## src/rtl/gbp_pkg.sv

```systemverilog
`default_nettype none
package gbp_pkg;

  localparam int MAX_UNITS_DEF     = 16;
  localparam int GROUP_STORE_DEF   = 64;
  localparam int ORDER_ENTRIES     = 16;
  localparam int ENTRY_W           = 4;
  localparam int ORDER_W           = ORDER_ENTRIES * ENTRY_W;
  localparam int COUNT_W           = 5;
  localparam int BYTES_W           = 7;
  localparam int POS_W             = 7;
  localparam int PROD_W            = 12;
  localparam int DATA_W            = 8;
  localparam int CFG_AW            = 5;
  localparam int CFG_DW            = 64;
  localparam int REG_IDX_W         = 2;

  localparam logic [REG_IDX_W-1:0] REG_UNIT_ORDER = 2'd0;
  localparam logic [REG_IDX_W-1:0] REG_UNIT_COUNT = 2'd1;
  localparam logic [REG_IDX_W-1:0] REG_UNIT_BYTES = 2'd2;

  localparam logic [ORDER_W-1:0] UNIT_ORDER_RST = 64'd1;
  localparam logic [COUNT_W-1:0] UNIT_COUNT_RST = 5'd2;
  localparam logic [BYTES_W-1:0] UNIT_BYTES_RST = 7'd1;

  // Configuration as seen by the datapath.
  typedef struct packed {
    logic [ORDER_W-1:0] unit_order;
    logic [BYTES_W-1:0] unit_bytes;
    logic [POS_W-1:0]   group_size;
    logic               ok;
    logic               wr;
  } gbp_cfg_t;

  typedef struct packed {
    logic store;
    logic pass_load;
    logic rd_en;
  } gbp_cmd_t;

  typedef struct packed {
    logic cfg_ok;
    logic run_end;
    logic rd_last;
  } gbp_status_t;

endpackage
`default_nettype wire

```

## src/rtl/gbp_if.sv

```systemverilog
`default_nettype none
interface gbp_in_if;
  logic       valid;
  logic       ready;
  logic [7:0] data_byte;
  logic       end_of_stream;

  modport source (output valid, output data_byte, output end_of_stream, input ready);
  modport sink (input valid, input data_byte, input end_of_stream, output ready);
endinterface

interface gbp_out_if;
  logic       valid;
  logic       ready;
  logic [7:0] out_byte;
  logic       last_of_run;
  logic       stream_done;
  logic       config_error;

  modport source (output valid, output out_byte, output last_of_run, output stream_done,
                  output config_error, input ready);
  modport sink (input valid, input out_byte, input last_of_run, input stream_done,
                input config_error, output ready);
endinterface
`default_nettype wire

```

## src/rtl/gbp_ram.sv

```systemverilog
`default_nettype none
module gbp_ram #(
  parameter int WIDTH = 8,
  parameter int DEPTH = 64
) (
  input  wire logic                     clk,
  input  wire logic                     we,
  input  wire logic [$clog2(DEPTH)-1:0] waddr,
  input  wire logic [WIDTH-1:0]         wdata,
  input  wire logic                     re,
  input  wire logic [$clog2(DEPTH)-1:0] raddr,
  output logic      [WIDTH-1:0]         rdata
);

  logic [WIDTH-1:0] mem [DEPTH];

  always_ff @(posedge clk) begin
    if (we) begin
      mem[waddr] <= wdata;
    end
    if (re) begin
      rdata <= mem[raddr];
    end
  end

endmodule
`default_nettype wire

```

## src/rtl/gbp_regs.sv

```systemverilog
`default_nettype none
module gbp_regs import gbp_pkg::*; #(
  parameter int MAX_UNITS         = MAX_UNITS_DEF,
  parameter int GROUP_STORE_BYTES = GROUP_STORE_DEF
) (
  input  wire logic              clk,
  input  wire logic              rst_n,
  input  wire logic              psel,
  input  wire logic              penable,
  input  wire logic              pwrite,
  input  wire logic [CFG_AW-1:0] paddr,
  input  wire logic [CFG_DW-1:0] pwdata,
  output logic      [CFG_DW-1:0] prdata,
  output logic                   pready,
  output gbp_cfg_t               cfg
);

  localparam int LIMIT = (MAX_UNITS < ORDER_ENTRIES) ? MAX_UNITS : ORDER_ENTRIES;

  logic [ORDER_W-1:0]   unit_order_r;
  logic [COUNT_W-1:0]   unit_count_r;
  logic [BYTES_W-1:0]   unit_bytes_r;
  logic [REG_IDX_W-1:0] reg_idx;
  logic                 wr_req;
  logic                 idx_known;
  logic [PROD_W-1:0]    product;
  logic [ORDER_ENTRIES-1:0] hit;
  logic [ORDER_ENTRIES-1:0] want;
  logic                 range_ok;
  logic [ENTRY_W-1:0]   entry;

  assign reg_idx   = paddr[CFG_AW-1:CFG_AW-REG_IDX_W];
  assign wr_req    = psel && penable && pwrite;
  assign idx_known = (reg_idx == REG_UNIT_ORDER) || (reg_idx == REG_UNIT_COUNT) ||
                     (reg_idx == REG_UNIT_BYTES);
  assign pready    = 1'b1;

  always_ff @(posedge clk) begin
    if (!rst_n) begin
      unit_order_r <= UNIT_ORDER_RST;
      unit_count_r <= UNIT_COUNT_RST;
      unit_bytes_r <= UNIT_BYTES_RST;
    end else if (wr_req) begin
      case (reg_idx)
        REG_UNIT_ORDER: unit_order_r <= pwdata[ORDER_W-1:0];
        REG_UNIT_COUNT: unit_count_r <= pwdata[COUNT_W-1:0];
        REG_UNIT_BYTES: unit_bytes_r <= pwdata[BYTES_W-1:0];
        default: ;
      endcase
    end
  end

  always_comb begin
    case (reg_idx)
      REG_UNIT_ORDER: prdata = unit_order_r;
      REG_UNIT_COUNT: prdata = {{(CFG_DW-COUNT_W){1'b0}}, unit_count_r};
      REG_UNIT_BYTES: prdata = {{(CFG_DW-BYTES_W){1'b0}}, unit_bytes_r};
      default:        prdata = '0;
    endcase
  end

  // The order is a permutation when every used entry is in range and the used
  // entries between them hit every destination unit.
  always_comb begin
    hit      = '0;
    range_ok = 1'b1;
    entry    = '0;
    for (int k = 0; k < ORDER_ENTRIES; k++) begin
      entry = unit_order_r[k*ENTRY_W +: ENTRY_W];
      if (COUNT_W'(k) < unit_count_r) begin
        if ({1'b0, entry} >= unit_count_r) begin
          range_ok = 1'b0;
        end
        hit[entry] = 1'b1;
      end
    end
  end

  assign want    = ORDER_ENTRIES'(({1'b0, {ORDER_ENTRIES{1'b0}}} + 1'b1 << unit_count_r) -
                                  {{ORDER_ENTRIES{1'b0}}, 1'b1});
  assign product = PROD_W'(unit_count_r) * PROD_W'(unit_bytes_r);

  assign cfg.unit_order = unit_order_r;
  assign cfg.unit_bytes = unit_bytes_r;
  assign cfg.group_size = product[POS_W-1:0];
  assign cfg.wr         = wr_req && idx_known;
  assign cfg.ok         = (unit_count_r != '0) && (unit_count_r <= COUNT_W'(LIMIT)) &&
                          (unit_bytes_r != '0) && (product <= PROD_W'(GROUP_STORE_BYTES)) &&
                          range_ok && (hit == want);

endmodule
`default_nettype wire

```

## src/rtl/gbp_ctrl.sv

```systemverilog
`default_nettype none
module gbp_ctrl import gbp_pkg::*; (
  input  wire logic        clk,
  input  wire logic        rst_n,
  input  wire logic        in_valid,
  output logic             in_ready,
  output logic             out_valid,
  input  wire logic        out_ready,
  input  wire gbp_status_t status,
  output gbp_cmd_t         cmd
);

  typedef enum logic {
    ST_IDLE,
    ST_DRAIN
  } state_t;

  state_t state_r;
  state_t state_nxt;
  logic   out_valid_r;
  logic   out_valid_nxt;
  logic   out_free;
  logic   accept;

  assign out_free  = !out_valid_r || out_ready;
  assign in_ready  = (state_r == ST_IDLE) && out_free;
  assign accept    = in_valid && in_ready;
  assign out_valid = out_valid_r;

  always_comb begin
    state_nxt     = state_r;
    out_valid_nxt = out_valid_r && !out_ready;
    cmd           = '0;
    case (state_r)
      ST_IDLE: begin
        if (accept) begin
          if (!status.cfg_ok) begin
            cmd.pass_load = 1'b1;
            out_valid_nxt = 1'b1;
          end else begin
            cmd.store = 1'b1;
            if (status.run_end) begin
              state_nxt = ST_DRAIN;
            end
          end
        end
      end
      ST_DRAIN: begin
        // The read register of the store is the output register, so a read is
        // only issued when the byte it holds has gone or is going.
        if (out_free) begin
          cmd.rd_en     = 1'b1;
          out_valid_nxt = 1'b1;
          if (status.rd_last) begin
            state_nxt = ST_IDLE;
          end
        end else begin
          out_valid_nxt = out_valid_r;
        end
      end
      default: state_nxt = ST_IDLE;
    endcase
  end

  always_ff @(posedge clk) begin
    if (!rst_n) begin
      state_r     <= ST_IDLE;
      out_valid_r <= 1'b0;
    end else begin
      state_r     <= state_nxt;
      out_valid_r <= out_valid_nxt;
    end
  end

endmodule
`default_nettype wire

```

## src/rtl/gbp_dpath.sv

```systemverilog
`default_nettype none
module gbp_dpath import gbp_pkg::*; #(
  parameter int GROUP_STORE_BYTES = GROUP_STORE_DEF
) (
  input  wire logic              clk,
  input  wire logic              rst_n,
  input  wire gbp_cfg_t          cfg,
  input  wire gbp_cmd_t          cmd,
  output gbp_status_t            status,
  input  wire logic [DATA_W-1:0] in_byte,
  input  wire logic              in_eos,
  output logic      [DATA_W-1:0] out_byte,
  output logic                   out_last,
  output logic                   out_done,
  output logic                   out_err
);

  localparam int AW = $clog2(GROUP_STORE_BYTES);

  logic [POS_W-1:0]   pos_r;
  logic [BYTES_W-1:0] off_r;
  logic [ENTRY_W-1:0] unit_r;
  logic [POS_W-1:0]   rd_idx_r;
  logic [POS_W-1:0]   drain_len_r;
  logic               src_arr_r;
  logic               eos_r;
  logic               pass_sel_r;
  logic [DATA_W-1:0]  pass_byte_r;
  logic               last_r;
  logic               done_r;
  logic               err_r;

  logic [POS_W-1:0]   pos_inc;
  logic [BYTES_W-1:0] off_inc;
  logic               complete;
  logic [ENTRY_W-1:0] entry;
  logic [PROD_W-1:0]  dest_full;
  logic [DATA_W-1:0]  grp_q;
  logic [DATA_W-1:0]  arr_q;

  assign pos_inc   = pos_r + POS_W'(1);
  assign off_inc   = off_r + BYTES_W'(1);
  assign complete  = (pos_inc == cfg.group_size);
  assign entry     = cfg.unit_order[{unit_r, 2'b00} +: ENTRY_W];
  // A byte at offset r of source unit k goes to offset r of unit order[k].
  assign dest_full = PROD_W'(entry) * PROD_W'(cfg.unit_bytes) + PROD_W'(off_r);

  assign status.cfg_ok  = cfg.ok;
  assign status.run_end = complete || in_eos;
  assign status.rd_last = ((rd_idx_r + POS_W'(1)) == drain_len_r);

  gbp_ram #(.WIDTH(DATA_W), .DEPTH(GROUP_STORE_BYTES)) u_group_store (
    .clk   (clk),
    .we    (cmd.store),
    .waddr (dest_full[AW-1:0]),
    .wdata (in_byte),
    .re    (cmd.rd_en),
    .raddr (rd_idx_r[AW-1:0]),
    .rdata (grp_q)
  );

  gbp_ram #(.WIDTH(DATA_W), .DEPTH(GROUP_STORE_BYTES)) u_arrival_store (
    .clk   (clk),
    .we    (cmd.store),
    .waddr (pos_r[AW-1:0]),
    .wdata (in_byte),
    .re    (cmd.rd_en),
    .raddr (rd_idx_r[AW-1:0]),
    .rdata (arr_q)
  );

  always_ff @(posedge clk) begin
    if (!rst_n) begin
      pos_r       <= '0;
      off_r       <= '0;
      unit_r      <= '0;
      rd_idx_r    <= '0;
      drain_len_r <= '0;
      src_arr_r   <= 1'b0;
      eos_r       <= 1'b0;
      pass_sel_r  <= 1'b0;
    end else begin
      if (cfg.wr || cmd.pass_load) begin
        pos_r  <= '0;
        off_r  <= '0;
        unit_r <= '0;
      end else if (cmd.store) begin
        if (status.run_end) begin
          pos_r       <= '0;
          off_r       <= '0;
          unit_r      <= '0;
          drain_len_r <= pos_inc;
          // A completed group drains permuted even when it closes the stream.
          src_arr_r   <= !complete;
          eos_r       <= in_eos;
        end else begin
          pos_r <= pos_inc;
          if (off_inc == cfg.unit_bytes) begin
            off_r  <= '0;
            unit_r <= unit_r + ENTRY_W'(1);
          end else begin
            off_r <= off_inc;
          end
        end
      end

      if (cmd.store && status.run_end) begin
        rd_idx_r <= '0;
      end else if (cmd.rd_en) begin
        rd_idx_r <= rd_idx_r + POS_W'(1);
      end

      if (cmd.pass_load) begin
        pass_sel_r <= 1'b1;
      end else if (cmd.rd_en) begin
        pass_sel_r <= 1'b0;
      end
    end
  end

  always_ff @(posedge clk) begin
    if (cmd.pass_load) begin
      pass_byte_r <= in_byte;
      last_r      <= 1'b1;
      done_r      <= in_eos;
      err_r       <= 1'b1;
    end else if (cmd.rd_en) begin
      last_r <= status.rd_last;
      done_r <= eos_r;
      err_r  <= 1'b0;
    end
  end

  assign out_byte = pass_sel_r ? pass_byte_r : (src_arr_r ? arr_q : grp_q);
  assign out_last = last_r;
  assign out_done = done_r;
  assign out_err  = err_r;

endmodule
`default_nettype wire

```

## src/rtl/grouped_byte_permuter_top.sv

```systemverilog
`default_nettype none
// Grouped byte permuter.
// Bytes arrive on in_ch and are collected into groups of unit_count units of
// unit_bytes bytes. A byte of source unit k is stored in destination unit
// unit_order[k] at the same offset. When the last byte of a group is taken the
// whole permuted group is sent on out_ch, one byte per request, with
// last_of_run on its final byte. A byte carrying end_of_stream on a partial
// group releases the bytes held so far, in arrival order, with stream_done set.
// While the configuration is invalid every byte passes straight through with
// config_error set. The user must write the registers over the APB port only
// while idle; the block itself does not enforce it. Any write to a known
// register drops a partly filled group. After a closing byte of an N-byte run
// is taken the block enters its drain state and reads out all N bytes; the
// group store's registered read port is the output register, so the drain
// gives one byte per cycle and simply holds while the receiver stalls. No
// input is taken during a drain. A pass-through result is registered and
// appears in the cycle after its byte is taken. Reset empties the group and
// loads the default order, which swaps adjacent bytes.
module grouped_byte_permuter_top import gbp_pkg::*; #(
  parameter int MAX_UNITS         = MAX_UNITS_DEF,
  parameter int GROUP_STORE_BYTES = GROUP_STORE_DEF
) (
  input  wire logic              clk,
  input  wire logic              rst_n,
  gbp_in_if.sink                 in_ch,
  gbp_out_if.source              out_ch,
  input  wire logic              psel,
  input  wire logic              penable,
  input  wire logic              pwrite,
  input  wire logic [CFG_AW-1:0] paddr,
  input  wire logic [CFG_DW-1:0] pwdata,
  output logic      [CFG_DW-1:0] prdata,
  output logic                   pready
);

  gbp_cfg_t    cfg;
  gbp_cmd_t    cmd;
  gbp_status_t status;

  gbp_regs #(
    .MAX_UNITS         (MAX_UNITS),
    .GROUP_STORE_BYTES (GROUP_STORE_BYTES)
  ) u_regs (
    .clk     (clk),
    .rst_n   (rst_n),
    .psel    (psel),
    .penable (penable),
    .pwrite  (pwrite),
    .paddr   (paddr),
    .pwdata  (pwdata),
    .prdata  (prdata),
    .pready  (pready),
    .cfg     (cfg)
  );

  gbp_ctrl u_ctrl (
    .clk       (clk),
    .rst_n     (rst_n),
    .in_valid  (in_ch.valid),
    .in_ready  (in_ch.ready),
    .out_valid (out_ch.valid),
    .out_ready (out_ch.ready),
    .status    (status),
    .cmd       (cmd)
  );

  gbp_dpath #(
    .GROUP_STORE_BYTES (GROUP_STORE_BYTES)
  ) u_dpath (
    .clk      (clk),
    .rst_n    (rst_n),
    .cfg      (cfg),
    .cmd      (cmd),
    .status   (status),
    .in_byte  (in_ch.data_byte),
    .in_eos   (in_ch.end_of_stream),
    .out_byte (out_ch.out_byte),
    .out_last (out_ch.last_of_run),
    .out_done (out_ch.stream_done),
    .out_err  (out_ch.config_error)
  );

endmodule
`default_nettype wire

```

## src/flat_wrapper.sv

```systemverilog
// flat-port wrapper written by rule: the top's interface ports become plain ports
module grouped_byte_permuter_top_flat import gbp_pkg::*;
#(
  parameter int MAX_UNITS         = MAX_UNITS_DEF,
  parameter int GROUP_STORE_BYTES = GROUP_STORE_DEF
)
  (clk, rst_n, psel, penable, pwrite, paddr, pwdata, prdata, pready, in_ch_valid, in_ch_data_byte, in_ch_end_of_stream, in_ch_ready, out_ch_valid, out_ch_out_byte, out_ch_last_of_run, out_ch_stream_done, out_ch_config_error, out_ch_ready);
  gbp_in_if in_ch_i ();
  gbp_out_if out_ch_i ();
  input  wire logic clk;
  input  wire logic rst_n;
  input  wire logic psel;
  input  wire logic penable;
  input  wire logic pwrite;
  input  wire logic [CFG_AW-1:0] paddr;
  input  wire logic [CFG_DW-1:0] pwdata;
  output logic      [CFG_DW-1:0] prdata;
  output logic pready;
  input wire logic [$bits(in_ch_i.valid)-1:0] in_ch_valid;
  input wire logic [$bits(in_ch_i.data_byte)-1:0] in_ch_data_byte;
  input wire logic [$bits(in_ch_i.end_of_stream)-1:0] in_ch_end_of_stream;
  output wire logic [$bits(in_ch_i.ready)-1:0] in_ch_ready;
  output wire logic [$bits(out_ch_i.valid)-1:0] out_ch_valid;
  output wire logic [$bits(out_ch_i.out_byte)-1:0] out_ch_out_byte;
  output wire logic [$bits(out_ch_i.last_of_run)-1:0] out_ch_last_of_run;
  output wire logic [$bits(out_ch_i.stream_done)-1:0] out_ch_stream_done;
  output wire logic [$bits(out_ch_i.config_error)-1:0] out_ch_config_error;
  input wire logic [$bits(out_ch_i.ready)-1:0] out_ch_ready;
  assign in_ch_i.valid = in_ch_valid;
  assign in_ch_i.data_byte = in_ch_data_byte;
  assign in_ch_i.end_of_stream = in_ch_end_of_stream;
  assign in_ch_ready = in_ch_i.ready;
  assign out_ch_valid = out_ch_i.valid;
  assign out_ch_out_byte = out_ch_i.out_byte;
  assign out_ch_last_of_run = out_ch_i.last_of_run;
  assign out_ch_stream_done = out_ch_i.stream_done;
  assign out_ch_config_error = out_ch_i.config_error;
  assign out_ch_i.ready = out_ch_ready;
  grouped_byte_permuter_top #(.MAX_UNITS(MAX_UNITS), .GROUP_STORE_BYTES(GROUP_STORE_BYTES)) u_core (.clk(clk), .rst_n(rst_n), .in_ch(in_ch_i), .out_ch(out_ch_i), .psel(psel), .penable(penable), .pwrite(pwrite), .paddr(paddr), .pwdata(pwdata), .prdata(prdata), .pready(pready));
endmodule
```

## config.mk

```make
export PLATFORM = sky130hd
export DESIGN_NAME = grouped_byte_permuter_top_flat
export DESIGN_NICKNAME = d
export VERILOG_FILES = /design/src/rtl/gbp_pkg.sv /design/src/rtl/gbp_if.sv /design/src/rtl/gbp_ram.sv /design/src/rtl/gbp_regs.sv /design/src/rtl/gbp_ctrl.sv /design/src/rtl/gbp_dpath.sv /design/src/rtl/grouped_byte_permuter_top.sv /design/src/flat_wrapper.sv
export SDC_FILE = /design/constraint.sdc
export NUM_CORES = 2
export LEC_CHECK = 0
export ABC_AREA = 1
export BUFFER_PORTS_ARGS = -buffer_cell sky130_fd_sc_hd__buf_4
export CAP_MARGIN = 5
export CORE_MARGIN = 2
export CORE_UTILIZATION = 43
export CTS_CLUSTER_DIAMETER = 50
export DETAILED_ROUTE_END_ITERATION = 7
export PLACE_DENSITY_LB_ADDON = 0.25
export SYNTH_ARGS = -nofsm -noshare
export SYNTH_HDL_FRONTEND = slang
export SYNTH_SLANG_ARGS = --single-unit
```

## constraint.sdc

```tcl
create_clock -name clk -period 5.4 [get_ports clk]
set_clock_uncertainty 0.2 [all_clocks]
set_input_delay 1.62 -clock clk [delete_from_list [all_inputs] [get_ports clk]]
set_output_delay 1.62 -clock clk [all_outputs]
set_load 0.01 [all_outputs]
```

# Word level (Yosys, flattened, before mapping)
# Memory sizes are Yosys's and may differ from the RTL's. A register that Yosys moved wholly into a read port is not among the register bits.
# Cells that the tools add are included.
# totals
register_bits	124
latch_bits	0
ram_bits	1024
mem_bits_ro	0
inputBits	85
word_cells	278
memories	2
# mem_list
memory	words	width	rd	rd_clocked_by_memory_dff	write_ports	line_no	text
u_core.u_dpath.u_arrival_store.mem	64	8	1	1	1	gbp_ram.sv:15	logic [WIDTH-1:0] mem [DEPTH];
u_core.u_dpath.u_group_store.mem	64	8	1	1	1	gbp_ram.sv:15	
# op_classes
addsub	6
multipliers	2
div_mod_pow	0
n_lt_le_gt_ge	66
n_eq_ne	7
n_shift	2
muxes	110
n_bitwise	18
n_reduce_logical	48
# ops
op	n
16-bit 2-to-1 mux	16
16-bit bitwise OR	15
64-bit one-hot mux with 3 select lines	1
4-bit by 5-bit >= comparator with 1-bit output	16
4-bit by 5-bit < comparator with 1-bit output (second input constant)	16
1-bit 2-to-1 mux	66
1-bit demux with 4-bit select	16
4-bit by 1-bit >= comparator with 1-bit output (second input constant)	16
64-bit by 7-bit indexed part select with 4-bit output	1
4-bit by 5-bit < comparator with 1-bit output (first input constant)	8
1-bit logical AND	28
7-bit by 1-bit adder with 7-bit output (second input constant)	3
7-bit equality test	3
7-bit 2-to-1 mux	3
3-bit by 5-bit < comparator with 1-bit output (first input constant)	4
16-bit equality test	1
8-bit 2-to-1 mux	2
1-bit by 5-bit left shift with 16-bit output (first input constant)	1
16-bit by 1-bit subtractor with 16-bit output (second input constant)	1
12-bit by 7-bit <= comparator with 1-bit output (second input constant)	1
5-bit by 7-bit multiplier with 12-bit output	1
1-bit by 5-bit < comparator with 1-bit output (first input constant)	2
2-bit by 5-bit < comparator with 1-bit output (first input constant)	2
4-bit 2-to-1 mux	2
other kinds (19)	34

# Logic depth before layout (Yosys ltp)
# depth
ltp_word	43
depth_mapped	28
depth_no_buf	25

# Hierarchy
# A second synthesis with hierarchy kept.
# unflattened
cells_unflattened	5948
area_unflattened_um2	56324.0
# modules_own_cells
mod	instances	cells_per_inst	area_per_inst_um2	seq_area_each_um2
gbp_ram	2	1805	21419.3	15615.0
gbp_regs	1	1731	9606.7	1521.5
gbp_dpath	1	586	3753.6	1011.0
gbp_ctrl	1	21	125.1	40.0

# Least setup slack after synthesis
# OpenSTA, ideal clock, no wires.
# synth_timing
path_kind	register to register
from	register u_core.u_regs.unit_count_r[4]
to	memory u_core.u_dpath.u_arrival_store.mem[31][0], enable pin
setup_time_ps	383
arrival_time_ps	4925
setup_slack_ps	-109
path_stages_with_launch	26
path_buffers	4
period_less_slack_ps	5509
path_cell_list	dfxtp_1 -> buf_4 -> clkbuf_1 -> nand2_1 -> inv_1 -> fa_1 -> inv_1 -> fa_1 -> fa_1 -> inv_1 -> ha_1 -> clkbuf_1 -> nand3_1 -> nand2_1 -> xor2_1 -> inv_1 -> nand2_1 -> nand3_1 -> nor2_1 -> nand3_1 -> nor2_1 -> nand3_2 -> nor2_4 -> nand2_4 -> clkbuf_1 -> nor3_1
# synth_between
elab_chain_len	40
elab_cells_between_ends	112
# synth_rtl
element	line_no	text
start: declaration	gbp_regs.sv:21	logic [COUNT_W-1:0] unit_count_r;
start signal: assignment	gbp_regs.sv:46	REG_UNIT_COUNT: unit_count_r <= pwdata[COUNT_W-1:0];
branches (longest 34 deep; another with 1-bit by 5-bit < comparator with 1-bit output)	-	
1-bit logical AND *	gbp_regs.sv:89	range_ok && (hit == want);
1-bit 2-to-1 mux *	gbp_ctrl.sv:37	if (!status.cfg_ok) begin
2-bit 2-to-1 mux *	gbp_ctrl.sv:36	if (accept) begin
2-bit 2-to-1 mux *	gbp_ctrl.sv:34	case (state_r)
1-bit 2-to-1 mux *	gbp_ram.sv:18	if (we) begin
1-bit 2-to-1 mux (implied by the code) *	gbp_ram.sv:19	mem[waddr] <= wdata;
end: declaration	gbp_ram.sv:15	
# Mark *: on every way between the ends.

# Final worst setup path
# layout_timing
from	register u_core.u_dpath.unit_r[0]
to	memory u_core.u_dpath.u_group_store.mem[45][3], enable pin
# layout_between
elab_chain_len	3
# layout_rtl
element	line_no	text
start: declaration	gbp_dpath.sv:22	logic [ENTRY_W-1:0] unit_r;
start signal: assignment	gbp_dpath.sv:100	unit_r <= unit_r + ENTRY_W'(1);
64-bit by 7-bit indexed part select with 4-bit output	gbp_dpath.sv:44	assign entry = cfg.unit_order[{unit_r, 2'b00} +: ENTRY_W];
4-bit by 7-bit multiplier with 6-bit output	gbp_dpath.sv:46	assign dest_full = PROD_W'(entry) * PROD_W'(cfg.unit_bytes) + PROD_W'(off_r);
6-bit adder	gbp_dpath.sv:46	
end: declaration	gbp_ram.sv:15	
# Every way passes these cells.

==> impl_metrics.yaml <==
die:
  io_pins: 163
  die_y_um: 358
  fp.dieW_um: 358
  core_area_um2: 125000
  start_util: 0.432
  rows: 130
  fp.dieArea_um2: 128000
setup_path:
  startpoint_type: "flop"
  r2r_slack_ps: -20
  end_kind: "flop"
  cp_common_cell: "fa_1"
  cpPeakStageDelay_ps: 510
  crit_arrival_ps: 5690
  crit_path_top_delay_cell: "fa_1"
  regToRegStartpoint: "u_core.u_dpath.unit_r[0]"
  setup.worst_path.class: "flop to flop"
  cp.required_ps: 5670
  worst-r2r-cell-count: 26
  r2r-end: "u_core.u_dpath.u_group_store.mem[45][3]"
  path_max_fanout: 8
routing:
  first_pass_iters: 6
  wl_per_cell_um: 22.7
  drtAntennaViolNets: 0
  vias: 41400
  drt_iter0_markers: 4610
  drcViolationCount: 0
  via_per_inst: 5.56
  wl_um: 169000
power_and_ir_drop:
  combinationalPowerShare: 0.086
  max-vdd-ir-drop_mv: 0.357
  p_sw_mw: 4.92
  seqPwrFrac: 0.490
  clkPwrFrac: 0.425
  leakage_nw: 23.8
  p_sw_frac: 0.243
  totalPowerFinal_mw: 20.3
  powerDensity_nw_per_um2: 314
  internal_power_mw: 15.3
worst_hold_path:
  min_from: "u_core.u_dpath.out_err"
  hold_depth: 2
  holdPathEnd: "u_core.u_dpath.out_err"
  hold_path.class: "flop to flop"
clocking:
  clk_pin_slew_ps: 60
  h-tree-depth: 4
  cts_root_buf: "clkbuf_16"
  cts_sinks: 1164
  cts_tree: "yes"
  numCtsBuffers: 130
  holdBufCountCts: 0
  clock_path_buffers: 3
  clk_latency_ps: 760
final_layout:
  layout_common_cells: "nor2_1 (1,060), edfxtp_1 (1,049), o21ai_0 (762)"
  final_common_cell: "nor2_1"
  drive_above_1_share: 0.154
  area_growth_pct: 19.5
  antennaDiodeCount: 0
  layout.nets: 5905
  fin_area_um2: 64500
  final_util: 0.516
synth:
  synthDistinctLibCells: 49
  yosysSeqAreaShare: 0.626
  synth_top_family_by_area: "simple AND/OR/NAND/NOR gates"
  synth_simple_gate_area_share: 0.154
  syn_avg_cell_area_um2: 10.1
  ys_ff_latch: 1164
  syn_area_um2: 54000
  synthMuxAreaShare: 0
  syn_inst: 5326
  syn_nets: 5528
  synthAdderAreaFrac: 0.0303
  yosys_warnings: 0
  synth_xor_area_frac: 0.00714
  synth_compound_area_frac: 0.135
timing:
  setup_slack_ps: -17.7
  slew_headroom: 0.175
  max_slew.worst_pin.slew_ps: 1240
  finalSetupViolations: 80
  period_minus_slack_ps: 5420
  final.setup.tns_ps: -625
  finalCritPeriodShare: 1.00
  drv_slew: 0
  max_freq_ghz: 0.185
  rsz0062_at_grt: "yes"
  timing.hold.ws_ps: 276
  hold_viol_final: 0
global_routing:
  grt_max_degree: 162
  grt_first_pass_wirelength_um: 251000
  grt-ovfl-total: 0
  grt_usage: 0.261
  antenna_found_initial: 1
  grt_pass1_vias: 39400
status:
  status: "finished with violations"
  violations: "negative setup slack"
placement:
  gp_congestion: 1.02
  place_area_um2: 59400
  portBuffers: 158
  hpwlAfterDp_um: 113000
run:
  drv_cap: 0
through the flow:
stage	setup WS, ps	instances
2_1_floorplan	-109	5326
3_3_place_gp	-522	7210
3_5_place_dp	-510	7210
4_1_cts	-47.4	7452
5_1_grt	-257	7455
6_report	-17.7	7455
how the worst max path moves through the flow:
stage / end / depth (start not counted) / slack, ps / start
6_report: u_core.u_dpath.u_group_store.mem[45][3] / 26 / -20 / u_core.u_dpath.unit_r[0]
5_1_grt: u_core.u_dpath.u_group_store.mem[45][3] / 26 / -260 / u_core.u_dpath.unit_r[0]
4_1_cts: u_core.u_dpath.u_arrival_store.mem[41][2] / 26 / -50 / u_core.u_regs.unit_count_r[4]
3_5_place_dp: u_core.u_dpath.u_group_store.mem[63][2] / 24 / -510 / u_core.u_dpath.unit_r[0]
3_3_place_gp: u_core.u_dpath.u_group_store.mem[46][1] / 24 / -520 / u_core.u_dpath.unit_r[0]
2_1_floorplan: u_core.u_dpath.u_arrival_store.mem[31][0] / 25 / -110 / u_core.u_regs.unit_count_r[4]
power by group through the flow:
stage	clock, mW	sequential (mW)	combinational [mW]
2_1_floorplan	0	10.1	0.895
3_3_place_gp	0	10.1	1.67
3_5_place_dp	0	10.1	1.69
4_1_cts	8.72	9.92	1.71
5_1_grt	9.07	9.92	1.88
6_report	8.61	9.92	1.74
synthesized netlist by cell type, drive strengths merged:
master / n / area share
nor2: 1121 / 0.079
edfxtp: 1049 / 0.58
o21ai: 788 / 0.074
nand2: 563 / 0.040
inv: 356 / 0.025
o22ai: 275 / 0.032
clkbuf: 273 / 0.019
nand3: 244 / 0.025
a21oi: 143 / 0.013
dfxtp: 115 / 0.043
ha: 94 / 0.022
nand4: 46 / 0.0056
o221ai: 46 / 0.0075
buf: 37 / 0.0036
o211ai: 34 / 0.0047
nor3: 30 / 0.0028
xor2: 28 / 0.0045
fa: 23 / 0.0085
xnor2: 16 / 0.0026
clkinv: 7 / 0.00051
nand3b: 7 / 0.00097
o21bai: 7 / 0.00097
o32ai: 7 / 0.0011
o311ai: 5 / 0.00081
and3: 3 / 0.00035
a21boi: 2 / 0.00028
nor4: 2 / 0.00023
a211oi: 1 / 0.00014
and2: 1 / 0.00012
conb: 1 / 0.000069
o211a: 1 / 0.00019
o31ai: 1 / 0.00014
final cells by class:
cell class | instances | area [um^2]
clock buffer | 160 | 3390
tap | 1650 | 2060
clock inverter | 74 | 787
inverter | 363 | 1390
multi-input combinational | 3489 | 18200
fill | 11200 | 60600
timing repair buffer | 555 | 4900
sequential | 1164 | 33800
per-layer routing:
| metal | vias to the layer above | share of wire | GRT usage |
|---|---|---|---|
| met5 | - | 0.000053 | 0 |
| met4 | 2 | 0.050 | 0.120 |
| met3 | 345 | 0.064 | 0.0373 |
| met2 | 1526 | 0.48 | 0.429 |
| met1 | 20000 | 0.41 | 0.343 |
| li1 | 19600 | - | - |
sequential cells by signal (all words and copies together) (netlist names), 4 cells and up:
signal / count
u_core.u_dpath.u_arrival_store.rdata: 8
u_core.u_dpath.pass_byte_r: 8
u_core.u_regs.unit_count_r: 5
u_core.u_dpath.u_group_store.mem: 512
u_core.u_dpath.drain_len_r: 7
u_core.u_dpath.off_r: 7
u_core.u_dpath.pos_r: 7
u_core.u_dpath.unit_r: 4
u_core.u_dpath.u_group_store.rdata: 8
u_core.u_dpath.rd_idx_r: 7
u_core.u_regs.unit_order_r: 64
u_core.u_dpath.u_arrival_store.mem: 512
u_core.u_regs.unit_bytes_r: 7
critical path, delay by kind of cell (launching register included):
| family | cells | cell delay (ps) |
|---|---|---|
| AO/OA/AOI/OAI | 5 | 650 |
| XOR/XNOR | 3 | 590 |
| adder cells (fa/ha/maj) | 4 | 1670 |
| buffers and inverters | 7 | 840 |
| flip-flops | 1 | 390 |
| AND/OR/NAND/NOR | 7 | 780 |
timing repair:
item	4_1_cts	5_1_grt
hold endpoints to repair	0	0
buffers inserted	7	2
setup endpoints to repair	689	1046
cloned	1	1
resized for setup	61	143
pin swaps	19	33
cell families after synthesis:
group / count (synthesis)
fa+ha+maj: 117
buf+inv: 673
simple gates: 2017
flops: 1164
compound gates: 1310
xor+xnor: 44
other cells: 1
(Power assumes the default switching activity.)
